**config.mk**
```make
export PLATFORM = sky130hd
export DESIGN_NAME = i2c_master_byte_engine
export DESIGN_NICKNAME = d
export VERILOG_FILES = /design/src/sv/i2cmbe_pkg.sv /design/src/sv/i2cmbe_seq.sv /design/src/sv/i2c_master_byte_engine.sv
export SDC_FILE = /design/constraint.sdc
export NUM_CORES = 1
export LEC_CHECK = 0
export BUFFER_PORTS_ARGS = -buffer_cell sky130_fd_sc_hd__buf_2
export CAP_MARGIN = 30
export CORE_UTILIZATION = 40
export CTS_BUF_LIST = sky130_fd_sc_hd__clkbuf_8 sky130_fd_sc_hd__clkbuf_16
export DETAILED_ROUTE_END_ITERATION = 6
export MAX_ROUTING_LAYER = met4
export PLACE_DENSITY = 0.6
export SLEW_MARGIN = 20
export SYNTH_ARGS = -nofsm -noshare
export SYNTH_HDL_FRONTEND = slang
export SYNTH_SLANG_ARGS = --single-unit
```
**constraint.sdc**
```tcl
create_clock -name clk -period 3.5 [get_ports clk]
set_input_delay 0.525 -clock clk [delete_from_list [all_inputs] [get_ports clk]]
set_output_delay 0.525 -clock clk [all_outputs]
set_load 0.01 [all_outputs]
```
**src/sv/i2cmbe_pkg.sv**
```systemverilog
`timescale 1ns / 1ps
// ----------------------------------------------------------------------------
// i2cmbe_pkg - shared types and constants of the I2C master byte engine
// Command codes, the request and result beats, and fixed field widths.
// ----------------------------------------------------------------------------
package i2cmbe_pkg;

	localparam int PHASE_W = 16;
	localparam logic [PHASE_W-1:0] PHASE_TICKS_RST = 16'd2;

	localparam logic [2:0] OP_START   = 3'd0;
	localparam logic [2:0] OP_RESTART = 3'd1;
	localparam logic [2:0] OP_STOP    = 3'd2;
	localparam logic [2:0] OP_SEND    = 3'd3;
	localparam logic [2:0] OP_RECV    = 3'd4;

	localparam logic       REQ_TICK = 1'b0;
	localparam logic       REQ_CMD  = 1'b1;

	localparam logic [3:0] BITS_PER_BYTE = 4'd8;

	typedef struct packed {
		logic       req_type;
		logic [2:0] op;
		logic [7:0] tx_data;
		logic       ack_to_send;
		logic       sda_in;
	} req_t;

	typedef struct packed {
		logic       scl;
		logic       sda;
		logic       busy;
		logic       done;
		logic [7:0] rx_data;
		logic       nack;
		logic       rejected;
	} res_t;

endpackage

```
**src/sv/i2cmbe_seq.sv**
```systemverilog
`timescale 1ns / 1ps
// ----------------------------------------------------------------------------
// i2cmbe_seq - bus sequencer of the I2C master byte engine
// Holds the command state and steps it by one request beat per advance.
// ----------------------------------------------------------------------------
module i2cmbe_seq #(
	parameter int TICK_WIDTH = 16
) (
	input  logic                  clk,
	input  logic                  arst_n,
	input  logic                  advance,
	input  logic [TICK_WIDTH-1:0] lim,
	input  i2cmbe_pkg::req_t      req,
	output i2cmbe_pkg::res_t      res
);
	import i2cmbe_pkg::*;

	localparam int CntW = TICK_WIDTH + 1;

	typedef enum logic [2:0] {
		ST_START, ST_RESTART, ST_STOP, ST_SEND, ST_RECV, ST_IDLE
	} state_t;

	state_t                st_q, st_d;
	logic [2:0]            step_q, step_d;
	logic [3:0]            bit_q, bit_d, bit_inc;
	logic [7:0]            shift_q, shift_d;
	logic [TICK_WIDTH-1:0] tick_q, tick_d;
	logic                  scl_q, scl_d, sda_q, sda_d;
	logic                  ack_q, ack_d, nack_q, nack_d;
	logic [7:0]            rx_q, rx_d;
	logic                  busy, phase_end, done, rejected;

	assign busy      = (st_q != ST_IDLE);
	assign bit_inc   = 4'(bit_q + 4'd1);
	assign phase_end = ({1'b0, tick_q} + CntW'(1)) >= {1'b0, lim};

	always_comb begin
		st_d     = st_q;
		step_d   = step_q;
		bit_d    = bit_q;
		shift_d  = shift_q;
		tick_d   = tick_q;
		scl_d    = scl_q;
		sda_d    = sda_q;
		ack_d    = ack_q;
		nack_d   = nack_q;
		rx_d     = rx_q;
		done     = 1'b0;
		rejected = 1'b0;
		if (req.req_type == REQ_CMD) begin
			if (busy) begin
				rejected = 1'b1;
			end else begin
				tick_d = '0;
				bit_d  = '0;
				step_d = 3'd0;
				unique case (req.op)
					OP_START: begin
						st_d    = ST_START;
						shift_d = '0;
						scl_d   = 1'b1;
						sda_d   = 1'b1;
					end
					OP_RESTART: begin
						st_d    = ST_RESTART;
						shift_d = '0;
						scl_d   = 1'b1;
					end
					OP_STOP: begin
						st_d    = ST_STOP;
						shift_d = '0;
						sda_d   = 1'b0;
					end
					OP_SEND: begin
						st_d = ST_SEND;
						// skip the prelude phases whose level is already low
						if (sda_q) begin
							sda_d   = 1'b0;
							shift_d = req.tx_data;
						end else if (scl_q) begin
							scl_d   = 1'b0;
							step_d  = 3'd1;
							shift_d = req.tx_data;
						end else begin
							sda_d   = req.tx_data[7];
							shift_d = {req.tx_data[6:0], 1'b0};
							scl_d   = 1'b1;
							step_d  = 3'd2;
						end
					end
					OP_RECV: begin
						st_d    = ST_RECV;
						shift_d = '0;
						ack_d   = req.ack_to_send;
						scl_d   = 1'b1;
					end
					default: begin
						// unknown command: drop without effect
						tick_d = tick_q;
						bit_d  = bit_q;
						step_d = step_q;
					end
				endcase
			end
		end else if (busy) begin
			if (st_q == ST_SEND && step_q == 3'd5 && tick_q == '0) begin
				nack_d = req.sda_in;
			end
			if (!phase_end) begin
				tick_d = TICK_WIDTH'(tick_q + TICK_WIDTH'(1));
			end else begin
				tick_d = '0;
				step_d = 3'(step_q + 3'd1);
				unique case (st_q)
					ST_START: begin
						case (step_q)
							3'd0:    sda_d = 1'b0;
							3'd1:    scl_d = 1'b0;
							default: done  = 1'b1;
						endcase
					end
					ST_RESTART: done = 1'b1;
					ST_STOP: begin
						case (step_q)
							3'd0:    scl_d = 1'b1;
							3'd1:    sda_d = 1'b1;
							default: done  = 1'b1;
						endcase
					end
					ST_SEND: begin
						case (step_q)
							3'd0: begin
								if (scl_q) begin
									scl_d = 1'b0;
								end else begin
									sda_d   = shift_q[7];
									shift_d = {shift_q[6:0], 1'b0};
									scl_d   = 1'b1;
									step_d  = 3'd2;
								end
							end
							3'd1, 3'd3: begin
								if (step_q == 3'd3) begin
									bit_d = bit_inc;
								end
								if (step_q == 3'd1 || bit_inc < BITS_PER_BYTE) begin
									sda_d   = shift_q[7];
									shift_d = {shift_q[6:0], 1'b0};
									scl_d   = 1'b1;
									step_d  = 3'd2;
								end else begin
									sda_d = 1'b1;
								end
							end
							3'd2:    scl_d = 1'b0;
							3'd4:    scl_d = 1'b1;
							3'd5:    scl_d = 1'b0;
							default: done  = 1'b1;
						endcase
					end
					ST_RECV: begin
						case (step_q)
							3'd0: begin
								shift_d = {shift_q[6:0], req.sda_in};
								scl_d   = 1'b0;
							end
							3'd1: begin
								bit_d = bit_inc;
								if (bit_inc < BITS_PER_BYTE) begin
									scl_d  = 1'b1;
									step_d = 3'd0;
								end else begin
									sda_d = ~ack_q;
								end
							end
							3'd2:    scl_d = 1'b1;
							3'd3: begin
								scl_d = 1'b0;
								sda_d = 1'b1;
							end
							default: begin
								rx_d = shift_q;
								done = 1'b1;
							end
						endcase
					end
					default: done = 1'b0;
				endcase
				if (done) begin
					st_d   = ST_IDLE;
					step_d = 3'd0;
				end
			end
		end
	end

	always_ff @(posedge clk or negedge arst_n) begin
		if (!arst_n) begin
			st_q    <= ST_IDLE;
			step_q  <= '0;
			bit_q   <= '0;
			shift_q <= '0;
			tick_q  <= '0;
			scl_q   <= 1'b1;
			sda_q   <= 1'b1;
			ack_q   <= 1'b0;
			nack_q  <= 1'b0;
			rx_q    <= '0;
		end else if (advance) begin
			st_q    <= st_d;
			step_q  <= step_d;
			bit_q   <= bit_d;
			shift_q <= shift_d;
			tick_q  <= tick_d;
			scl_q   <= scl_d;
			sda_q   <= sda_d;
			ack_q   <= ack_d;
			nack_q  <= nack_d;
			rx_q    <= rx_d;
		end
	end

	always_comb begin
		res.scl      = scl_d;
		res.sda      = sda_d;
		res.busy     = (st_d != ST_IDLE);
		res.done     = done;
		res.rx_data  = rx_d;
		res.nack     = nack_d;
		res.rejected = rejected;
	end

endmodule

```
**src/sv/i2c_master_byte_engine.sv**
```systemverilog
// Pipeline: a request beat loads into the request register when taken; its result
// loads into the result register once that register is empty or being taken.
// Throughput: one request beat per cycle while the result side is not stalled;
// the phase update is a single pass of the sequencer between the two registers.
// Reset: bus levels released high, no command running, phase length 2 ticks.
`timescale 1ns / 1ps
// ----------------------------------------------------------------------------
// i2c_master_byte_engine - byte-level I2C master
// Runs start, restart, stop, send-byte and receive-byte commands, advanced by
// tick beats that carry the sampled SDA level; every beat yields one result.
// ----------------------------------------------------------------------------
module i2c_master_byte_engine #(
	parameter int TICK_WIDTH = 16
) (
	input  logic                           clk,
	input  logic                           arst_n,
	// configuration write channel: ticks per phase
	input  logic                           cfg_valid,
	output logic                           cfg_ready,
	input  logic [i2cmbe_pkg::PHASE_W-1:0] cfg_data,
	// request channel
	input  logic                           in_valid,
	output logic                           in_ready,
	input  logic                           req_type,
	input  logic [2:0]                     op,
	input  logic [7:0]                     tx_data,
	input  logic                           ack_to_send,
	input  logic                           sda_in,
	// result channel
	output logic                           out_valid,
	input  logic                           out_ready,
	output logic                           scl_out,
	output logic                           sda_out,
	output logic                           busy_res,
	output logic                           done_res,
	output logic [7:0]                     rx_data,
	output logic                           nack,
	output logic                           cmd_rejected
);
	import i2cmbe_pkg::*;

	logic [TICK_WIDTH-1:0] lim_q, lim_raw, lim_d;
	logic                  valid_s1, valid_s2;
	req_t                  req_s1;
	res_t                  res_next, res_s2;
	logic                  advance;

	// Phase length: saturate to the counter range, treat zero as one.
	generate
		if (TICK_WIDTH < PHASE_W) begin : g_sat
			assign lim_raw = (|cfg_data[PHASE_W-1:TICK_WIDTH]) ? '1
			                                                   : cfg_data[TICK_WIDTH-1:0];
		end else begin : g_ext
			assign lim_raw = TICK_WIDTH'(cfg_data);
		end
	endgenerate

	assign lim_d     = (lim_raw == '0) ? TICK_WIDTH'(1) : lim_raw;
	assign cfg_ready = 1'b1;

	always_ff @(posedge clk or negedge arst_n) begin
		if (!arst_n) begin
			lim_q <= TICK_WIDTH'(PHASE_TICKS_RST);
		end else if (cfg_valid) begin
			lim_q <= lim_d;
		end
	end

	// Advance the held request into the result register whenever that
	// register is empty or its beat is being taken; accept a new request
	// whenever the request register frees up in the same edge.
	assign advance  = valid_s1 && (!valid_s2 || out_ready);
	assign in_ready = !valid_s1 || !valid_s2 || out_ready;

	always_ff @(posedge clk or negedge arst_n) begin
		if (!arst_n) begin
			valid_s1 <= 1'b0;
		end else if (in_ready) begin
			valid_s1 <= in_valid;
		end
	end

	always_ff @(posedge clk) begin
		if (in_valid && in_ready) begin
			req_s1.req_type    <= req_type;
			req_s1.op          <= op;
			req_s1.tx_data     <= tx_data;
			req_s1.ack_to_send <= ack_to_send;
			req_s1.sda_in      <= sda_in;
		end
	end

	// Sequencer: state moves only when its result is loaded.
	i2cmbe_seq #(
		.TICK_WIDTH(TICK_WIDTH)
	) u_seq (
		.clk    (clk),
		.arst_n (arst_n),
		.advance(advance),
		.lim    (lim_q),
		.req    (req_s1),
		.res    (res_next)
	);

	// Result register: hold the beat until taken, drop valid once taken.
	always_ff @(posedge clk or negedge arst_n) begin
		if (!arst_n) begin
			valid_s2 <= 1'b0;
		end else if (advance) begin
			valid_s2 <= 1'b1;
		end else if (out_ready) begin
			valid_s2 <= 1'b0;
		end
	end

	always_ff @(posedge clk) begin
		if (advance) begin
			res_s2 <= res_next;
		end
	end

	assign out_valid    = valid_s2;
	assign scl_out      = res_s2.scl;
	assign sda_out      = res_s2.sda;
	assign busy_res     = res_s2.busy;
	assign done_res     = res_s2.done;
	assign rx_data      = res_s2.rx_data;
	assign nack         = res_s2.nack;
	assign cmd_rejected = res_s2.rejected;

	// A finished command leaves the engine idle.
	a_done_idle: assert property (@(posedge clk) disable iff (!arst_n)
		valid_s2 && res_s2.done |-> !res_s2.busy)
		else $error("done reported while still busy");

	// A rejected command only happens while another one runs on.
	a_reject_busy: assert property (@(posedge clk) disable iff (!arst_n)
		valid_s2 && res_s2.rejected |-> res_s2.busy && !res_s2.done)
		else $error("rejection reported without a running command");

	// The phase length never reaches the sequencer as zero.
	a_lim_nonzero: assert property (@(posedge clk) disable iff (!arst_n)
		lim_q != '0)
		else $error("phase length register holds zero");

endmodule

```
* Yosys cells after proc, flatten, opt, wreduce, memory -nomap -nowiden
Cells that the tools add are included.
** Storage, ports and cells
- Bits in registers :: 92
- Input port bits :: 35
- Word-level logic and storage cells :: 188
** Cells by class
- Add/sub/neg operators :: 4
- Reduce and logical (&&, ||, !) cells :: 37
- Magnitude comparators :: 2
- Eq/ne operators :: 23
- Mux-type cells :: 94
- Bitwise operators :: 3
** Operators with widths (number)
- $mux 8 :: 14
- $mux 16 :: 6
- $pmux 8 s2 :: 3
- $mux 3 :: 15
- $mux 1 :: 33
- $logic_not 16->1 :: 2
- $mux 4 :: 8
- $eq 3x2->1 const B :: 6
- $pmux 3 s2 :: 3
- $add 16x1->17 const B :: 1
- $ge 17x16->1 :: 1
- $add 16x1->16 const B :: 1
- $pmux 1 s4 :: 4
- $ne 3x3->1 const B :: 5
- $pmux 3 s5 :: 1
- $eq 3x3->1 const B :: 4
- $ne 4x4->1 const B :: 3
- $reduce_and 10->1 :: 1
- $reduce_or 2->1 :: 5
- $eq 3x1->1 const B :: 3
- $logic_not 3->1 :: 3
- $reduce_and 9->1 :: 1
- $pmux 4 s2 :: 1
- $reduce_and 4->1 :: 2
- other kinds (19) :: 37

* Longest topological paths before layout
Gate-level depths: netlist of run 1.
- Word-level depth :: 12
- Mapped depth :: 15

* Modules after synthesis
A second synthesis of run 1 with hierarchy kept.
** Second synthesis, totals
- Cells, all modules :: 526
- Area, all modules :: 5446.5 sq um
** By module, submodules not included
- i2cmbe_seq :: area an instance 3818.7 sq um, seq. area each 1156.1 sq um, cells each 447, instances 1
- i2c_master_byte_engine :: area an instance 1627.8 sq um, seq. area each 1292.5 sq um, cells each 79, instances 1

* Worst setup path before layout of run 1
No wires, ideal clock.
- Path kind :: register -> register
- From :: reg u_seq.tick_q[0]
- To :: reg u_seq.rx_q[0]
- Stages on the path, launching flop included :: 15
- Buffers on the path :: 2
- Data arrival time :: 3228 ps
- Slack :: 145 ps
- Period minus slack after synthesis :: 3355 ps
- Setup time :: 128 ps
- Required time :: 3372 ps
- Cell sequence :: dfrtp_1 > ha_1 > and4_4 > buf_6 > nand2_1 > xnor2_1 > ha_1 > a211oi_1 > nor2_1 > a2111oi_1 > nor2_1 > or2_1 > buf_6 > nand3_2 > mux2_1
** On the way
- Cells in the longest elaborated chain, start to end :: 5
** RTL lines
- start: declaration :: RTL line i2cmbe_seq.sv:28 : logic [TICK_WIDTH-1:0] tick_q, tick_d;
- start signal: assignment :: RTL line i2cmbe_seq.sv:215 : tick_q <= tick_d;
- $add 16x1->17 :: RTL line i2cmbe_seq.sv:36 : assign phase_end = ({1'b0, tick_q} + CntW'(1)) >= {1'b0, lim};
- $ge 17x16->1 :: RTL line i2cmbe_seq.sv:36
- $mux 8 :: RTL line i2cmbe_seq.sv:110 : if (!phase_end) begin
- $mux 8 :: RTL line i2cmbe_seq.sv:106 : end else if (busy) begin
- $mux 8 :: RTL line i2cmbe_seq.sv:51 : if (req.req_type == REQ_CMD) begin
- end signal: assignment :: RTL line i2cmbe_seq.sv:220 : rx_q <= rx_d;
- end: declaration :: RTL line i2cmbe_seq.sv:31 : logic [7:0] rx_q, rx_d;
No other way between the ends.
A chain may end at the register's enable or synchronous reset.

==> flow_summary.json, run 1 <==
{
  "seq_area_frac_synth_pct": 45.6,
  "drtAntennaViolNets": 0,
  "met2_length_um": 5970,
  "tns_ps": 0,
  "firstDrtPassIters": 5,
  "clk_latency_ps": 360,
  "crit_type": "reg2reg",
  "p_seq_share_pct": 44.1,
  "hpwl_um": 9680,
  "synth-edff-count": 28,
  "worstPathArrival_ps": 3390,
  "numCtsBuffers": 9,
  "critical_path_required_ps": 3610,
  "io_pins": 52,
  "antenna_found_initial": 0,
  "worstMarginPinSlew_ps": 822,
  "cts_buffer_depth": 2,
  "dieHeight_um": 118,
  "synth.avg_cell_area_um2": 9.40,
  "vias_per_cell": 5.53,
  "core_area_um2": 12800,
  "num_rows": 41,
  "hold_path.class": "in2async",
  "grtUsageTotal_pct": 20.5,
  "hold_buffers": 0,
  "grt_pass1_vias": 4291,
  "drv_cap": 0,
  "area_growth_pct": 14.7,
  "fin_skew_ps": 10.1,
  "fmax_mhz": 304,
  "cts_root_buffer": "clkbuf_16",
  "p_sw_share_pct": 32.1,
  "drcViolationCount": 0,
  "fin_area_um2": 6160,
  "num-fill-cells": 1227,
  "vias": 4405,
  "wl_um": 13000,
  "yosys_register_bits": 92,
  "layout-drive-gt1-share_pct": 19.7,
  "die_area_um2": 13900,
  "max-vdd-ir-drop_mv": 0.248,
  "portBuffers": 50,
  "start_util_pct": 41.8,
  "synth-async-reset-ratio_pct": 69.6,
  "syn_area_um2": 5370,
  "finalNetCount": 683,
  "cts_sinks": 92,
  "power_density_nw_per_um2": 479,
  "p_comb_share_pct": 22.5,
  "p_leak_nw": 2.68,
  "syn-num-nets": 635,
  "cp-start-kind": "register",
  "share_clk_of_total_power_pct": 33.4,
  "layout_min_cycle_time_ps": 3280,
  "wl_per_cell_um": 16.3,
  "rsz0062_at_grt": "no",
  "wl_met1_um": 6120,
  "timing.final.max_slew_violations": 0,
  "diodes": 0,
  "postPlaceCellArea_um2": 5820,
  "yosysWarnings": 0,
  "worst-path-max-fanout": 7,
  "cts_tree": "built",
  "status": "finished clean",
  "drt_iter0_drc": 338,
  "top_layer_used": "met4",
  "synthFlopType": "dfrtp_1",
  "route.met3.wl_um": 659,
  "internal-power_mw": 2.00,
  "p_sw_mw": 0.946,
  "setup_violations": 0,
  "die_w_um": 118,
  "cts.clk_slew.worst_paths_ps": 70,
  "grt_first_pass_wirelength_um": 21700,
  "synth.distinct_cells": 69,
  "timing.final.crit_share_pct": 93.9,
  "grt_max_degree": 35,
  "synthCells": 571,
  "grt_overflow": 0,
  "slew_headroom_pct": 45.2,
  "cp-end-kind": "register",
  "hold_viol": 0,
  "htree_levels": 3,
  "gp_congestion": 0.897
}
==> cells in the mapped netlist, drive strengths merged (3+ instances only) <==
master   n  area (um^2)
mux2i    5         50.1
nor3     7         35.0
o21ai   81          405
edfxtp  28          841
mux2    12          139
a211oi   3         27.5
a21oi   18         90.1
buf     14         98.8
a32oi    9         78.8
a31oi    3         18.8
dfstp    5          131
clkbuf  19         71.3
ha      29          363
nand3   30          155
xnor2   11         96.3
nand3b   4         30.0
inv     39          146
nand4    7         43.8
nand2b   6         37.5
o211ai   3         22.5
nor2b    4         25.0
o311ai   3         33.8
and3     6         37.5
nand2   74          285
nor4    10         62.6
nor2    33          124
and2     3         18.8
xor2     5         43.8
o221ai   3         26.3
dfrtp   59         1480
or2      4         25.0
o31ai    6         50.1
==> cells by family (layout without fill, tap and decap cells) <==
kind of cell | Yosys count | count (layout) | synth area share (%)
AND/OR/NAND/NOR | 196 | 196 | 18.0
flip-flops | 92 | 92 | 45.6
XOR/XNOR | 16 | 16 | 2.61
multiplexers | 17 | 17 | 3.52
adder cells (fa/ha/maj) | 29 | 29 | 6.76
AO/OA/AOI/OAI | 146 | 146 | 17.3
buffers and inverters | 74 | 127 | 6.04
other | 1 | 1 | 0.0699
==> final cells by class <==
type | instances | area (um^2) | area share, %
clock inverter | 6 | 50.0 | 0.813
multi-input combinational | 405 | 2620 | 42.6
clock buffer | 10 | 250 | 4.07
timing repair buffer | 70 | 417 | 6.77
inverter | 41 | 154 | 2.50
sequential | 92 | 2450 | 39.8
tap | 172 | 215 | 3.50
==> final timing paths <==
kind | depth (start not counted) | slack, ps | to | from
max | 12 | 220 | rx_data[0]$_DFFE_PP_ | u_seq.tick_q[1]$_DFFE_PN0P_
min | 1 | 260 | valid_s1$_DFFE_PN0N_ | arst_n
max reg2reg | 12 | 220 | rx_data[0]$_DFFE_PP_ | u_seq.tick_q[1]$_DFFE_PN0P_
min reg2reg | 1 | 490 | u_seq.ack_q$_DFFE_PN0P_ | req_s1[1]$_DFFE_PP_
max in group asynchronous | 2 | 2530 | lim_q[1]$_DFFE_PN1P_ | arst_n
min in group clk | 1 | 340 | req_s1[8]$_DFFE_PP_ | tx_data[6]
==> cell usage in the layout, fill, tap and decap left out, types with 3 or more instances in the layout <==
| cell type | instances |
|---|---|
| nand2_1 | 73 |
| dfrtp_1 | 58 |
| buf_2 | 50 |
| o21ai_1 | 40 |
| o21ai_0 | 40 |
| inv_1 | 39 |
| nor2_1 | 31 |
| nand3_1 | 29 |
| ha_1 | 29 |
| edfxtp_1 | 28 |
| a21oi_1 | 18 |
| buf_4 | 18 |
| xnor2_1 | 11 |
| nor4_1 | 10 |
| clkbuf_16 | 10 |
| a32oi_1 | 9 |
| mux2_2 | 9 |
| nand4_1 | 7 |
| and3_1 | 6 |
| nor3_1 | 6 |
| nand2b_1 | 6 |
| xor2_1 | 5 |
| mux2i_1 | 5 |
| dfstp_2 | 5 |
| nand3b_1 | 4 |
| nor2b_1 | 4 |
| o31ai_1 | 4 |
| o211ai_1 | 3 |
| and2_1 | 3 |
| a31oi_1 | 3 |
| o221ai_1 | 3 |
| inv_6 | 3 |
==> power by group through the flow <==
stage / clock network (mW) / registers [mW] / logic (mW)
2_1_floorplan: 0 / 1.29 / 0.453
3_3_place_gp: 0 / 1.32 / 0.646
3_5_place_dp: 0 / 1.32 / 0.654
4_1_cts: 1.01 / 1.30 / 0.661
5_1_grt: 1.05 / 1.32 / 0.747
6_report: 0.987 / 1.30 / 0.664
==> metal layers <==
metal,track usage [%],vias to the layer above
li1,-,2140
met1,27.1,2120
met2,30.8,123
met3,4.84,22
met4,6.97,0
met5,-,-
==> critical path, stage by stage, from the launching register on <==
cell and delay (ps):
dfrtp_2 400, ha_1 180, and4_4 290, nand2_1 110
xnor2_1 170, ha_1 270, a211oi_1 260, nor2_1 90
a2111oi_2 400, buf_4 190, nor2_1 80, o21ai_2 240
mux2_1 360
==> sequential cells by signal, indices dropped and copies added, names as in the netlist, 3 cells and up <==
signal         cells
lim_q             16
u_seq.tick_q      16
req_s1            14
rx_data            8
u_seq.rx_q         8
u_seq.shift_q      8
u_seq.bit_q        4
u_seq.st_q         3
u_seq.step_q       3
==> metrics by stage <==
| step | setup WS (ps) | instances | util, % | power [mW] | hold WS (ps) |
|---|---|---|---|---|---|
| after global routing | 6.95 | 796 | 48.0 | 3.11 | 316 |
| after detailed placement | 20.2 | 780 | 45.4 | 1.97 | 473 |
| after CTS | 105 | 796 | 47.8 | 2.97 | 284 |
| after floorplan | 145 | 571 | - | 1.74 | 229 |
| after global placement | 23.2 | 780 | 45.4 | 1.96 | 459 |
| final | 215 | 796 | 48.0 | 2.95 | 257 |
==> repair_timing <==
item	CTS	global route
setup buffers	0	0
gates resized for setup	1	9
hold endpoints to repair	0	0
endpoints found under the setup margin	1	34
(Power assumes the default switching activity.)
==> run 2: changes to the inputs <==
- REMOVE_ABC_BUFFERS: not set -> 1
==> flow_summary.json, run 2 (synthesis gave the netlist of run 1 again) <==
{
  "power.total_mw": 2.96,
  "grt_overflow": 0,
  "reg_top3": "lim_q (16), u_seq.tick_q (16), req_s1 (14)",
  "grt_max_degree": 65,
  "grt_pass1_vias": 4333,
  "vias_per_cell": 5.51,
  "layout_setup_ws_ps": 213,
  "drt_iter0_drc": 442,
  "fmax_mhz": 304,
  "cts_buffer_depth": 2,
  "multi_input_area_um2": 2620,
  "grtUsageTotal_pct": 20.4,
  "seqCellArea_um2": 2450,
  "layout_min_cycle_time_ps": 3290,
  "status": "finished clean",
  "final_cell_mix": "nand2_1 (73), dfrtp_1 (59), buf_2 (50), o21ai_1 (40), o21ai_0 (40)",
  "antenna_found_initial": 0,
  "p_seq_share_pct": 43.9,
  "io_pins": 52,
  "hpwl_um": 9490,
  "diodes": 0,
  "max-vdd-ir-drop_mv": 0.264,
  "whs_path_depth": 1,
  "area_growth_pct": 15.2,
  "cp-start-kind": "register",
  "clk_latency_ps": 350,
  "r2r-start": "u_seq.tick_q[7]$_DFFE_PN0P_",
  "drcViolationCount": 0,
  "fin_skew_ps": 9.23,
  "r2r-end": "sda_out$_DFFE_PP_",
  "setup_violations": 0,
  "die_area_um2": 13900,
  "p_comb_share_pct": 22.0,
  "worstPathArrival_ps": 3350,
  "num-fill-cells": 1212,
  "rrSetupSlack_ps": 210,
  "drtAntennaViolNets": 0,
  "timing.final.max_slew_violations": 0,
  "die_w_um": 118,
  "wl_um": 13000,
  "worst-path-max-fanout": 5,
  "firstDrtPassIters": 5,
  "finalNetCount": 687,
  "drv_cap": 0,
  "reg2regPathDepth": 12,
  "p_leak_nw": 2.69,
  "cp-end-kind": "register",
  "critical_path_required_ps": 3570,
  "cts_tree": "built",
  "power_density_nw_per_um2": 479,
  "setup.worst_path.start": "u_seq.tick_q[7]$_DFFE_PN0P_",
  "hold_buffers": 0,
  "numCtsBuffers": 9,
  "internal-power_mw": 2.04,
  "crit_type": "reg2reg",
  "slew_headroom_pct": 43.2,
  "core_area_um2": 12800,
  "hold_path.class": "in2reg",
  "dieHeight_um": 118,
  "hold_viol": 0,
  "num_rows": 41,
  "grt_first_pass_wirelength_um": 21600,
  "p_sw_share_pct": 31.2,
  "timing.final.crit_share_pct": 93.9,
  "cts_root_buffer": "clkbuf_16",
  "min-delay-start": "tx_data[7]",
  "wl_per_cell_um": 16.2,
  "post-route-util_pct": 48.2,
  "pre_cts_ws_ps": 80.7,
  "layout_commonest_cell": "nand2_1",
  "vias": 4407,
  "share_clk_of_total_power_pct": 34.2,
  "p_sw_mw": 0.923,
  "layout-drive-gt1-share_pct": 20.1,
  "gp_congestion": 0.900,
  "htree_levels": 3,
  "cts.clk_slew.worst_paths_ps": 70,
  "whs_endpoint": "req_s1[9]$_DFFE_PP_",
  "cts_sinks": 92,
  "start_util_pct": 41.8,
  "portBuffers": 50,
  "hold_ws_ps": 348,
  "tns_ps": 0,
  "worstMarginPinSlew_ps": 852
}
==> run 2: routing by layer <==
| metal | global-route usage, % | routed length, um | up-vias |
|---|---|---|---|
| li1 | - | - | 2144 |
| met1 | 26.1 | 5890 | 2122 |
| met2 | 31.8 | 6290 | 116 |
| met3 | 2.91 | 493 | 25 |
| met4 | 9.70 | 320 | 0 |
| met5 | - | 0 | - |
==> run 2: what timing repair did <==
| action | 4_1_cts | 5_1_grt |
|---|---|---|
| resized for setup | 0 | 8 |
| setup endpoints to repair | 0 | 44 |
| buffers inserted | 0 | 2 |
==> run 2: through the flow <==
step	cell area (um^2)	cells
finish	6180	800
global route	6180	800
CTS	6140	798
detailed placement	5830	782
global placement	5830	782
floorplan	5200	538
==> run 2: worst max-delay path by stage <==
stage          cells past startpoint  slack [ps]              endpoint
4_1_cts                           13          60  rx_data[4]$_DFFE_PP_
3_5_place_dp                      13          80  rx_data[4]$_DFFE_PP_
2_1_floorplan                     11        -320  rx_data[0]$_DFFE_PP_
5_1_grt                           12         -10     sda_out$_DFFE_PP_
6_report                          12         210     sda_out$_DFFE_PP_
3_3_place_gp                      13          60  rx_data[4]$_DFFE_PP_
==> run 2: power by group through the flow <==
| stage | clock network (mW) | logic, mW | registers, mW |
|---|---|---|---|
| after global routing | 1.07 | 0.729 | 1.31 |
| final | 1.01 | 0.650 | 1.30 |
| after global placement | 0 | 0.629 | 1.32 |
| after floorplan | 0 | 0.422 | 1.31 |
| after detailed placement | 0 | 0.638 | 1.32 |
| after CTS | 1.04 | 0.643 | 1.30 |
==> run 2: cell type report <==
type	instances	share of cell area [%]
clock inverters	6	1.13
repair buffers	74	7.02
well taps	172	3.48
inverters	41	2.49
flip-flops and latches	92	39.6
clock buffers	10	3.86
multi-input cells	405	42.4
==> run 2: critical path, stage by stage, from the launching register on <==
cell      delay (ps)
dfrtp_1          440
nand4_1          270
nor2_2           240
nand2_1          140
nor2_1           130
xor2_1           240
ha_1             300
nand3_1          130
nor4_2            70
a211oi_2         290
nand2_1          170
o21ai_1          350
o221ai_1         220
